## src/hw/rtl/csp_pkg.sv

```systemverilog
// shared types and constants for the compaction segment picker
package csp_pkg;

	localparam int OVH_W = 16;
	localparam int IDX_OUT_W = 6;
	localparam int BYTES_OUT_W = 54;
	localparam int STATUS_W = 2;

	localparam logic [OVH_W-1:0] OVERHEAD_RESET = 16'd91;

	localparam logic [STATUS_W-1:0] STATUS_OK = 2'd0;
	localparam logic [STATUS_W-1:0] STATUS_CLAMP = 2'd1;
	localparam logic [STATUS_W-1:0] STATUS_OVERFLOW = 2'd2;

	typedef enum logic [2:0] {
		ST_LOAD,
		ST_SCAN,
		ST_TAIL,
		ST_CLOSE,
		ST_EXT_RD,
		ST_EXT_CHK,
		ST_EMIT
	} csp_state_t;

	typedef struct packed {
		logic accept;
		logic scan_rd;
		logic close;
		logic ext_rd;
		logic ext_chk;
		logic emit;
	} csp_cmd_t;

	typedef struct packed {
		logic rd_last;
		logic found;
		logic start_zero;
		logic start_one;
		logic ext_stop;
		logic out_free;
	} csp_sts_t;

endpackage

```

## src/hw/rtl/csp_if.sv

```systemverilog
// valid/ready channel interfaces for tables, results and configuration

interface csp_table_if #(
	parameter int SIZE_BITS = 48
);
	logic                 valid;
	logic                 ready;
	logic [SIZE_BITS-1:0] table_size;
	logic                 last_table;

	modport source (output valid, table_size, last_table, input ready);
	modport sink (input valid, table_size, last_table, output ready);
endinterface

interface csp_result_if;
	import csp_pkg::*;
	logic                   valid;
	logic                   ready;
	logic                   compact_needed;
	logic [IDX_OUT_W-1:0]   range_first;
	logic [IDX_OUT_W-1:0]   range_last;
	logic [BYTES_OUT_W-1:0] range_bytes;
	logic [STATUS_W-1:0]    status;

	modport source (output valid, compact_needed, range_first, range_last, range_bytes,
		status, input ready);
	modport sink (input valid, compact_needed, range_first, range_last, range_bytes,
		status, output ready);
endinterface

interface csp_cfg_if;
	import csp_pkg::*;
	logic             valid;
	logic             ready;
	logic [OVH_W-1:0] overhead_bytes;

	modport source (output valid, overhead_bytes, input ready);
	modport sink (input valid, overhead_bytes, output ready);
endinterface

```

## src/hw/rtl/csp_ram.sv

```systemverilog
// generic single-port ram with registered read
module csp_ram #(
	parameter int WIDTH = 48,
	parameter int DEPTH = 64
) (
	input  logic                     clk,
	input  logic                     we,
	input  logic [$clog2(DEPTH)-1:0] addr,
	input  logic [WIDTH-1:0]         wdata,
	output logic [WIDTH-1:0]         rdata
);
	logic [WIDTH-1:0] mem [DEPTH];

	always_ff @(posedge clk) begin
		if (we) begin
			mem[addr] <= wdata;
		end
		rdata <= mem[addr];
	end
endmodule

```

## src/hw/rtl/csp_ctrl.sv

```systemverilog
// sequencer for load, run scan, backward extension and result transfer
module csp_ctrl (
	input  logic              clk,
	input  logic              arst_n,
	input  logic              in_valid,
	input  logic              in_last,
	output logic              in_ready,
	input  csp_pkg::csp_sts_t sts,
	output csp_pkg::csp_cmd_t cmd
);
	import csp_pkg::*;

	csp_state_t state_q;
	csp_state_t state_nxt;

	always_ff @(posedge clk or negedge arst_n) begin
		if (!arst_n) begin
			state_q <= ST_LOAD;
		end else begin
			state_q <= state_nxt;
		end
	end

	always_comb begin
		state_nxt = state_q;
		unique case (state_q)
			ST_LOAD: begin
				if (in_valid && in_last) begin
					state_nxt = ST_SCAN;
				end
			end
			ST_SCAN: begin
				if (sts.rd_last) begin
					state_nxt = ST_TAIL;
				end
			end
			ST_TAIL: state_nxt = ST_CLOSE;
			ST_CLOSE: state_nxt = ST_EXT_RD;
			ST_EXT_RD: begin
				if (!sts.found || sts.start_zero) begin
					state_nxt = ST_EMIT;
				end else begin
					state_nxt = ST_EXT_CHK;
				end
			end
			ST_EXT_CHK: begin
				if (sts.ext_stop || sts.start_one) begin
					state_nxt = ST_EMIT;
				end else begin
					state_nxt = ST_EXT_RD;
				end
			end
			ST_EMIT: begin
				if (sts.out_free) begin
					state_nxt = ST_LOAD;
				end
			end
			default: state_nxt = ST_LOAD;
		endcase
	end

	always_comb begin
		cmd = '0;
		in_ready = 1'b0;
		unique case (state_q)
			ST_LOAD: begin
				in_ready = 1'b1;
				cmd.accept = in_valid;
			end
			ST_SCAN: cmd.scan_rd = 1'b1;
			ST_TAIL: cmd = '0;
			ST_CLOSE: cmd.close = 1'b1;
			ST_EXT_RD: cmd.ext_rd = sts.found && !sts.start_zero;
			ST_EXT_CHK: cmd.ext_chk = 1'b1;
			ST_EMIT: cmd.emit = sts.out_free;
			default: cmd = '0;
		endcase
	end
endmodule

```

## src/hw/rtl/csp_datapath.sv

```systemverilog
// size store, run tracking, range extension and result register
module csp_datapath #(
	parameter int MAX_TABLES = 64,
	parameter int SIZE_BITS = 48
) (
	input  logic                            clk,
	input  logic                            arst_n,
	input  logic                            cfg_we,
	input  logic [csp_pkg::OVH_W-1:0]       cfg_data,
	input  logic [SIZE_BITS-1:0]            table_size,
	input  csp_pkg::csp_cmd_t               cmd,
	output csp_pkg::csp_sts_t               sts,
	input  logic                            out_ready,
	output logic                            out_valid,
	output logic                            compact_needed,
	output logic [csp_pkg::IDX_OUT_W-1:0]   range_first,
	output logic [csp_pkg::IDX_OUT_W-1:0]   range_last,
	output logic [csp_pkg::BYTES_OUT_W-1:0] range_bytes,
	output logic [csp_pkg::STATUS_W-1:0]    status
);
	import csp_pkg::*;

	localparam int ADDR_W = $clog2(MAX_TABLES);
	localparam int CNT_W = $clog2(MAX_TABLES + 1);
	localparam int SUM_W = SIZE_BITS + CNT_W;
	localparam logic [CNT_W-1:0] FULL_CNT = CNT_W'(MAX_TABLES);

	// fill all bits below the leading one, so equal masks mean equal floor(log2)
	function automatic logic [SIZE_BITS-1:0] smear_e(input logic [SIZE_BITS-1:0] v);
		logic [SIZE_BITS-1:0] s;
		s = v;
		for (int k = 1; k < SIZE_BITS; k = k * 2) begin
			s = s | (s >> k);
		end
		return s;
	endfunction

	function automatic logic [SUM_W-1:0] smear_s(input logic [SUM_W-1:0] v);
		logic [SUM_W-1:0] s;
		s = v;
		for (int k = 1; k < SUM_W; k = k * 2) begin
			s = s | (s >> k);
		end
		return s;
	endfunction

	logic [OVH_W-1:0]     overhead_q;
	logic [CNT_W-1:0]     count_q;
	logic                 clamp_q;
	logic                 ovf_q;
	logic [CNT_W-1:0]     rd_idx_q;
	logic                 proc_s1;
	logic [CNT_W-1:0]     proc_idx_s1;
	logic [CNT_W-1:0]     run_start_q;
	logic [SIZE_BITS-1:0] run_smear_q;
	logic [SUM_W-1:0]     run_bytes_q;
	logic                 found_q;
	logic [SIZE_BITS-1:0] best_smear_q;
	logic [CNT_W-1:0]     best_start_q;
	logic [CNT_W-1:0]     best_end_q;
	logic [SUM_W-1:0]     best_bytes_q;
	logic [SUM_W-1:0]     best_smear_b_q;
	logic                 out_valid_q;

	logic                 full;
	logic                 small_size;
	logic [SIZE_BITS-1:0] ovh_ext;
	logic [SIZE_BITS-1:0] adj_size;
	logic                 ram_we;
	logic [ADDR_W-1:0]    ram_addr;
	logic [SIZE_BITS-1:0] rdata;
	logic [SUM_W-1:0]     rd_ext;
	logic [SIZE_BITS-1:0] rd_smear;
	logic [CNT_W-1:0]     prev_idx;
	logic                 proc_first;
	logic                 cls;
	logic [CNT_W-1:0]     cls_end;
	logic                 cand;
	logic                 ext_stop;
	logic [CNT_W-1:0]     last_idx;
	logic [CNT_W+IDX_OUT_W-1:0] first_wide;
	logic [CNT_W+IDX_OUT_W-1:0] last_wide;
	logic [SUM_W+BYTES_OUT_W-1:0] bytes_wide;

	assign full = (count_q == FULL_CNT);
	assign ovh_ext = {{(SIZE_BITS-OVH_W){1'b0}}, overhead_q};
	assign small_size = (table_size <= ovh_ext);
	assign adj_size = small_size ? SIZE_BITS'(1) : (table_size - ovh_ext);

	assign prev_idx = best_start_q - CNT_W'(1);
	assign ram_we = cmd.accept && !full;

	always_comb begin
		priority if (cmd.accept) begin
			ram_addr = count_q[ADDR_W-1:0];
		end else if (cmd.ext_rd) begin
			ram_addr = prev_idx[ADDR_W-1:0];
		end else begin
			ram_addr = rd_idx_q[ADDR_W-1:0];
		end
	end

	csp_ram #(
		.WIDTH (SIZE_BITS),
		.DEPTH (MAX_TABLES)
	) u_store (
		.clk   (clk),
		.we    (ram_we),
		.addr  (ram_addr),
		.wdata (adj_size),
		.rdata (rdata)
	);

	assign rd_ext = {{CNT_W{1'b0}}, rdata};
	assign rd_smear = smear_e(rdata);

	// a run closes on a log change during the scan, and once more at the end of the list
	assign proc_first = (proc_idx_s1 == '0);
	assign cls = (proc_s1 && !proc_first && (rd_smear != run_smear_q)) || cmd.close;
	assign cls_end = cmd.close ? count_q : proc_idx_s1;
	assign cand = cls && ((cls_end - run_start_q) >= CNT_W'(2))
		&& (!found_q || (run_smear_q < best_smear_q));

	// older table joins only if floor(log2(range bytes)) is not below its log
	assign ext_stop = (best_smear_b_q < rd_ext);

	always_ff @(posedge clk or negedge arst_n) begin
		if (!arst_n) begin
			overhead_q <= OVERHEAD_RESET;
			count_q <= '0;
			clamp_q <= 1'b0;
			ovf_q <= 1'b0;
			rd_idx_q <= '0;
			proc_s1 <= 1'b0;
			found_q <= 1'b0;
			out_valid_q <= 1'b0;
		end else begin
			if (cfg_we) begin
				overhead_q <= cfg_data;
			end
			if (cmd.emit) begin
				count_q <= '0;
				clamp_q <= 1'b0;
				ovf_q <= 1'b0;
				rd_idx_q <= '0;
			end else begin
				if (cmd.accept) begin
					if (full) begin
						ovf_q <= 1'b1;
					end else begin
						count_q <= count_q + CNT_W'(1);
					end
					if (small_size) begin
						clamp_q <= 1'b1;
					end
				end
				if (cmd.scan_rd) begin
					rd_idx_q <= rd_idx_q + CNT_W'(1);
				end
			end
			proc_s1 <= cmd.scan_rd;
			if (proc_s1 && proc_first) begin
				found_q <= 1'b0;
			end else if (cand) begin
				found_q <= 1'b1;
			end
			if (cmd.emit) begin
				out_valid_q <= 1'b1;
			end else if (out_ready) begin
				out_valid_q <= 1'b0;
			end
		end
	end

	always_ff @(posedge clk) begin
		proc_idx_s1 <= rd_idx_q;
		best_smear_b_q <= smear_s(best_bytes_q);
		if (proc_s1) begin
			if (proc_first || (rd_smear != run_smear_q)) begin
				run_start_q <= proc_idx_s1;
				run_smear_q <= rd_smear;
				run_bytes_q <= rd_ext;
			end else begin
				run_bytes_q <= run_bytes_q + rd_ext;
			end
		end
		if (cand) begin
			best_smear_q <= run_smear_q;
			best_start_q <= run_start_q;
			best_end_q <= cls_end;
			best_bytes_q <= run_bytes_q;
		end else if (cmd.ext_chk && !ext_stop) begin
			best_start_q <= prev_idx;
			best_bytes_q <= best_bytes_q + rd_ext;
		end
	end

	assign last_idx = best_end_q - CNT_W'(1);
	assign first_wide = {{IDX_OUT_W{1'b0}}, best_start_q};
	assign last_wide = {{IDX_OUT_W{1'b0}}, last_idx};
	assign bytes_wide = {{BYTES_OUT_W{1'b0}}, best_bytes_q};

	always_ff @(posedge clk) begin
		if (cmd.emit) begin
			compact_needed <= found_q;
			range_first <= found_q ? first_wide[IDX_OUT_W-1:0] : '0;
			range_last <= found_q ? last_wide[IDX_OUT_W-1:0] : '0;
			range_bytes <= found_q ? bytes_wide[BYTES_OUT_W-1:0] : '0;
			if (ovf_q) begin
				status <= STATUS_OVERFLOW;
			end else if (clamp_q) begin
				status <= STATUS_CLAMP;
			end else begin
				status <= STATUS_OK;
			end
		end
	end

	assign out_valid = out_valid_q;

	assign sts.rd_last = (rd_idx_q == (count_q - CNT_W'(1)));
	assign sts.found = found_q;
	assign sts.start_zero = (best_start_q == '0);
	assign sts.start_one = (best_start_q == CNT_W'(1));
	assign sts.ext_stop = ext_stop;
	assign sts.out_free = !out_valid_q || out_ready;
endmodule

```

## src/hw/rtl/compaction_segment_picker.sv

```systemverilog
// top level of the compaction segment picker
//
// Tables are loaded oldest first, one per clock while the picker is in its
// load state, and each adjusted size (raw size minus overhead_bytes, clamped
// to 1) goes into a single-port size memory. After the table marked last,
// the picker walks the n stored sizes once to find the run to compact. It
// then grows the range backwards one older table at a time, because each
// step reads the single memory port and then decides on the registered
// data. The result is then loaded into an output register; new tables are
// taken again as soon as the result is loaded there, and the pick of a
// following list waits only if the previous result has not been taken yet.
// Configuration writes are taken in every cycle.
module compaction_segment_picker #(
	parameter int MAX_TABLES = 64,
	parameter int SIZE_BITS = 48
) (
	input logic clk,
	input logic arst_n,
	csp_table_if.sink tables,
	csp_result_if.source result,
	csp_cfg_if.sink cfg
);
	import csp_pkg::*;

	csp_cmd_t cmd;
	csp_sts_t sts;
	logic     in_ready;

	csp_ctrl u_ctrl (
		.clk      (clk),
		.arst_n   (arst_n),
		.in_valid (tables.valid),
		.in_last  (tables.last_table),
		.in_ready (in_ready),
		.sts      (sts),
		.cmd      (cmd)
	);

	csp_datapath #(
		.MAX_TABLES (MAX_TABLES),
		.SIZE_BITS  (SIZE_BITS)
	) u_datapath (
		.clk            (clk),
		.arst_n         (arst_n),
		.cfg_we         (cfg.valid),
		.cfg_data       (cfg.overhead_bytes),
		.table_size     (tables.table_size),
		.cmd            (cmd),
		.sts            (sts),
		.out_ready      (result.ready),
		.out_valid      (result.valid),
		.compact_needed (result.compact_needed),
		.range_first    (result.range_first),
		.range_last     (result.range_last),
		.range_bytes    (result.range_bytes),
		.status         (result.status)
	);

	assign tables.ready = in_ready;
	assign cfg.ready = 1'b1;
endmodule

```

## src/flat_wrapper.sv

```systemverilog
// flat-port wrapper written by rule: the top's interface ports become plain ports
module compaction_segment_picker_flat import csp_pkg::*;
#(
	parameter int MAX_TABLES = 64,
	parameter int SIZE_BITS = 48
)
  (clk, arst_n, tables_valid, tables_table_size, tables_last_table, tables_ready, result_valid, result_compact_needed, result_range_first, result_range_last, result_range_bytes, result_status, result_ready, cfg_valid, cfg_overhead_bytes, cfg_ready);
  csp_table_if #(.SIZE_BITS(SIZE_BITS)) tables_i ();
  csp_result_if result_i ();
  csp_cfg_if cfg_i ();
  input logic clk;
  input logic arst_n;
  input wire logic [$bits(tables_i.valid)-1:0] tables_valid;
  input wire logic [$bits(tables_i.table_size)-1:0] tables_table_size;
  input wire logic [$bits(tables_i.last_table)-1:0] tables_last_table;
  output wire logic [$bits(tables_i.ready)-1:0] tables_ready;
  output wire logic [$bits(result_i.valid)-1:0] result_valid;
  output wire logic [$bits(result_i.compact_needed)-1:0] result_compact_needed;
  output wire logic [$bits(result_i.range_first)-1:0] result_range_first;
  output wire logic [$bits(result_i.range_last)-1:0] result_range_last;
  output wire logic [$bits(result_i.range_bytes)-1:0] result_range_bytes;
  output wire logic [$bits(result_i.status)-1:0] result_status;
  input wire logic [$bits(result_i.ready)-1:0] result_ready;
  input wire logic [$bits(cfg_i.valid)-1:0] cfg_valid;
  input wire logic [$bits(cfg_i.overhead_bytes)-1:0] cfg_overhead_bytes;
  output wire logic [$bits(cfg_i.ready)-1:0] cfg_ready;
  assign tables_i.valid = tables_valid;
  assign tables_i.table_size = tables_table_size;
  assign tables_i.last_table = tables_last_table;
  assign tables_ready = tables_i.ready;
  assign result_valid = result_i.valid;
  assign result_compact_needed = result_i.compact_needed;
  assign result_range_first = result_i.range_first;
  assign result_range_last = result_i.range_last;
  assign result_range_bytes = result_i.range_bytes;
  assign result_status = result_i.status;
  assign result_i.ready = result_ready;
  assign cfg_i.valid = cfg_valid;
  assign cfg_i.overhead_bytes = cfg_overhead_bytes;
  assign cfg_ready = cfg_i.ready;
  compaction_segment_picker #(.MAX_TABLES(MAX_TABLES), .SIZE_BITS(SIZE_BITS)) u_core (.clk(clk), .arst_n(arst_n), .tables(tables_i), .result(result_i), .cfg(cfg_i));
endmodule
```

## config.mk

```make
export PLATFORM = sky130hd
export DESIGN_NAME = compaction_segment_picker_flat
export DESIGN_NICKNAME = d
export VERILOG_FILES = /design/src/hw/rtl/csp_pkg.sv /design/src/hw/rtl/csp_if.sv /design/src/hw/rtl/csp_ram.sv /design/src/hw/rtl/csp_ctrl.sv /design/src/hw/rtl/csp_datapath.sv /design/src/hw/rtl/compaction_segment_picker.sv /design/src/flat_wrapper.sv
export SDC_FILE = /design/constraint.sdc
export NUM_CORES = 2
export LEC_CHECK = 0
export BUFFER_PORTS_ARGS = -buffer_cell sky130_fd_sc_hd__buf_2
export CELL_PAD_IN_SITES_DETAIL_PLACEMENT = 1
export CELL_PAD_IN_SITES_GLOBAL_PLACEMENT = 1
export CORE_MARGIN = 2
export CORE_UTILIZATION = 40
export DETAILED_ROUTE_END_ITERATION = 12
export GPL_ROUTABILITY_DRIVEN = 0
export PLACE_DENSITY = 0.7
export SKIP_CTS_REPAIR_TIMING = 1
export SYNTH_ARGS = -nofsm -noshare
export SYNTH_HDL_FRONTEND = slang
export SYNTH_SLANG_ARGS = --single-unit
```

## constraint.sdc

```tcl
create_clock -name clk -period 6.6 [get_ports clk]
set_input_delay 1.98 -clock clk [delete_from_list [all_inputs] [get_ports clk]]
set_output_delay 1.98 -clock clk [all_outputs]
set_load 0.01 [all_outputs]
```

==> out/qor.csv <==
stage;metric;value;unit
floorplanning;core_area;356000;um^2
sta;relSlewSlack;0.0589;
routing;via_per_inst;6.39;
critical_path;reg2reg_setup_slack;0.65;ns
sta;hold_viol;0;
critical_path;cp_common_cell;inv_1;
global_routing;gr-usage-all-layers;0.298;
sta;hold_slack;0.461;ns
sta;finalClockSkew;0.0567;ns
yosys;ys_seq_area_frac;0.728;
finish;seq_area;104000;um^2
yosys;synthCells;10655;
hold_path;holdCritPathClass;reg2reg;
place;io_buffers;140;
clocking;htreeDepth;5;
clocking;ctsLongestPathBuffers;4;
power;vdd_ir_drop_max;0.578;mV
floorplanning;floorplan.die_area;363000;um^2
sta;slew_viol_final;0;
critical_path;critPathKind;reg2reg;
routing;drt-total-wl;555000;um
finish;fill_cells;35529;
floorplanning;io-pin-count;142;
clocking;clk_pin_slew;0.06;ns
sta;setup_viol;0;
global_routing;grt_pass1_vias;104259;
critical_path;cp-start-kind;flip-flop;
finish;area_growth;16.4;%
critical_path;worstPathMaxFanout;54;
critical_path;crit_path_max_incr_delay;0.59;ns
critical_path;reg2reg_to;u_core.u_datapath.best_smear_q[20];
hold_path;min_delay_path_depth;0;
clocking;cts.sinks;3515;
finish;final_nets;11343;
global_routing;grt_overflow;0;
routing;ant_nets;0;
routing;num_vias;102918;
global_routing;grt_pass1_wl;776000;um
yosys;synth_nets;10948;
clocking;cts_root_buf;clkbuf_16;
clocking;cts_buffers;360;
routing;routedWlPerCell;34.5;um
finish;finalNonFillerCells;16113;
yosys;async_reset_ff_frac;0.0108;
power;leakagePower;0.0556;uW
clocking;clk-insertion-delay-late;0.98;ns
yosys;synth.avg_cell_area;13.4;um^2
critical_path;cp.depth;20;
critical_path;required;7.16;ns
critical_path;cp_cell_sequence;inv_1, nand3_1, buf_4, inv_1, a21boi_0, ha_1, inv_1, fa_1, a21o_1, a21oi_1, o21bai_1, a21oi_1, xnor2_1, a2111o_1, nor2b_1, o21ai_0, a31oi_1, o21ai_4, inv_2, buf_4;
yosys;synth-edff-count;3367;
power;power.density;498;nW/um^2
place;hpwl;323000;um
global_routing;grt_max_degree;139;
yosys;yosysWarnings;0;
critical_path;end_kind;flip-flop;
yosys;synth_seq_cells;3515;
floorplanning;die_x;602;um
finish;drive_above_1_share;0.123;
routing;route.detailed.drc;0;
sta;rsz0062_at_grt;false;
yosys;synth_cell_types;97;
yosys;synth_area;143000;um^2
place;dp.cells;15433;
sta;fmax;168;MHz
run;drv_cap;0;
floorplanning;die_h;602;um
critical_path;critical_path_arrival;6.51;ns
clocking;cts_tree;done;
floorplanning;rows;219;
routing;drt_iter0_drc;15703;
critical_path;worstReg2RegStart;u_core.u_ctrl.state_q[2];
floorplanning;initial_core_util;0.402;
sta;worst_pin_slew;1.41;ns
yosys;synth_flop_cell;edfxtp_1;
critical_path;crit_slowest_cell;dfrtp_1;
finish;multi_input_area;36900;um^2
routing;drt_pass1_iterations;6;
critical_path;critPathCapture;u_core.u_datapath.best_smear_q[20];
power;p_total;83000;uW
sta;finalCritPeriodShare;0.902;
critical_path;startpoint;u_core.u_ctrl.state_q[2];
run_status;status;finished, final reports clean;
global_routing;antenna_found_initial;17;
critical_path;reg2reg_depth;20;
critical_path;critical_path_buf_inv_count;6;
critical_path;path_delay_family;compound AO/OA/AOI/OAI gates;
sta;min_period;5.95;ns
[worst reg2reg max path: cells and delay by family, from the launching register on]
kind                       cells  cell delay, ns
AOI/OAI and AO/OA              9            2.38
buffers and inverters          6            1.21
adders and majority gates      2            0.71
DFF                            1            0.59
and+or+nand+nor                2            0.43
xor gates and xnor gates       1            0.14
[logic make-up (layout without fill, tap and decap cells)]
kind of cell               after synthesis  count (layout)  share of synthesized area
and+or+nand+nor                       2858            2858                     0.0873
buffers and inverters                  812            1506                     0.0215
DFF                                   3515            3515                      0.728
adders and majority gates              223             223                     0.0197
other                                    1              14                  0.0000262
muxes                                  155             155                     0.0118
AOI/OAI and AO/OA                     2917            2917                      0.121
xor gates and xnor gates               174             174                     0.0106
[per-stage QoR]
stage | util | area (um^2) | TNS, ns | setup slack (ns)
4_1_cts | 0.468 | 166000 | 0 | 0.689
6_report | 0.468 | 167000 | 0 | 0.649
5_1_grt | 0.468 | 167000 | 0 | 0.427
3_5_place_dp | 0.435 | 155000 | -0.0375 | -0.00756
2_1_floorplan | - | 143000 | -144.96 | -0.682
3_3_place_gp | 0.435 | 155000 | -6.17 | -0.0995
[layout by cell type, fill, tap and decap left out, types with 30 or more instances in the layout]
| master | instances |
|---|---|
| nand2_1 | 1826 |
| xnor2_1 | 93 |
| buf_2 | 140 |
| nand4_1 | 50 |
| o21ai_0 | 283 |
| nand3_1 | 166 |
| a211oi_1 | 39 |
| or3_1 | 59 |
| dfrtp_1 | 31 |
| a22oi_1 | 277 |
| buf_12 | 215 |
| buf_4 | 299 |
| nand2b_1 | 31 |
| nor2_1 | 179 |
| o22ai_1 | 376 |
| clkinv_1 | 65 |
| nor2_4 | 97 |
| or2_2 | 33 |
| clkbuf_1 | 96 |
| dfxtp_1 | 110 |
| clkbuf_16 | 365 |
| and2_1 | 74 |
| a21oi_1 | 1495 |
| o211ai_1 | 30 |
| ha_1 | 219 |
| mux2_1 | 52 |
| edfxtp_1 | 3367 |
| a21o_1 | 89 |
| mux2i_1 | 82 |
| a221oi_1 | 32 |
| nor3_1 | 77 |
| xor2_1 | 78 |
| nor4_1 | 82 |
| inv_1 | 185 |
| and3_1 | 47 |
| or4_1 | 57 |
| clkinv_2 | 51 |
[layer usage]
layer  routed length, um  part of all wire  vias up  GRT usage
met5                  68           0.00012        -          0
met4               39300             0.071       10      0.179
met3               64600              0.12     1740     0.0622
met2              250000              0.45     7104      0.466
met1              202000              0.36    52865      0.382
li1                    -                 -    41199          -
[Yosys cell counts, drive strengths merged, types with 32 or more instances]
cell type / count / share of area
ha: 219 / 0.019
nor2: 278 / 0.0073
nand4: 51 / 0.0023
inv: 188 / 0.0049
a221oi: 32 / 0.0020
mux2i: 82 / 0.0057
nand3: 166 / 0.0058
a22oi: 277 / 0.015
a211oi: 39 / 0.0020
clkbuf: 476 / 0.012
mux2: 69 / 0.0054
buf: 147 / 0.0041
nor3: 84 / 0.0030
o22ai: 376 / 0.016
o21ai: 286 / 0.010
nand2b: 36 / 0.0016
dfxtp: 110 / 0.015
and3: 48 / 0.0021
xnor2: 96 / 0.0059
or2: 37 / 0.0016
nor4: 84 / 0.0038
a21o: 93 / 0.0049
nand2: 1832 / 0.048
xor2: 78 / 0.0048
a21oi: 1503 / 0.053
and2: 76 / 0.0033
or4: 63 / 0.0035
dfrtp: 33 / 0.0058
edfxtp: 3367 / 0.71
or3: 61 / 0.0027
[worst min-delay path by stage]
stage	start	endpoint	slack, ns
floorplan	u_core.u_datapath.rd_idx_q[2]	u_core.u_datapath.proc_idx_s1[2]	0.35
global placement	u_core.u_datapath.rd_idx_q[6]	u_core.u_datapath.proc_idx_s1[6]	0.43
detailed placement	u_core.u_datapath.rd_idx_q[6]	u_core.u_datapath.proc_idx_s1[6]	0.44
CTS	u_core.u_datapath.proc_idx_s1[2]	u_core.u_datapath.run_start_q[2]	0.46
global route	u_core.u_datapath.proc_idx_s1[2]	u_core.u_datapath.run_start_q[2]	0.48
finish	u_core.u_datapath.rd_idx_q[6]	u_core.u_datapath.proc_idx_s1[6]	0.46
[power breakdown]
part	switching, uW	internal (uW)	total (uW)
Combinational	24200	10600	34700
Clock	8910	11400	20300
Sequential	1420	26600	28000
Total	34500	48500	83000
[area by class of cell]
| type | instances | area share |
|---|---|---|
| clock buffers | 486 | 0.0590 |
| clock inverters | 175 | 0.00970 |
| flip-flops and latches | 3515 | 0.626 |
| well taps | 4751 | 0.0357 |
| inverters | 189 | 0.00426 |
| repair buffers | 656 | 0.0438 |
| diodes | 13 | 0.000195 |
| multi-input cells | 6328 | 0.221 |
[sequential cells by signal, indices dropped and copies added, names as in the netlist, 16 cells and up]
signal and flops:
u_core.u_datapath.u_store.rdata 48, u_core.u_datapath.overhead_q 16, u_core.u_datapath.best_bytes_q 55, u_core.u_datapath.run_bytes_q 55, u_core.u_datapath.run_smear_q 48, u_core.u_datapath.u_store.mem 3072, u_core.u_datapath.best_smear_b_q 55, u_core.u_datapath.range_bytes 54
u_core.u_datapath.best_smear_q 48
(Power assumes the default switching activity.)
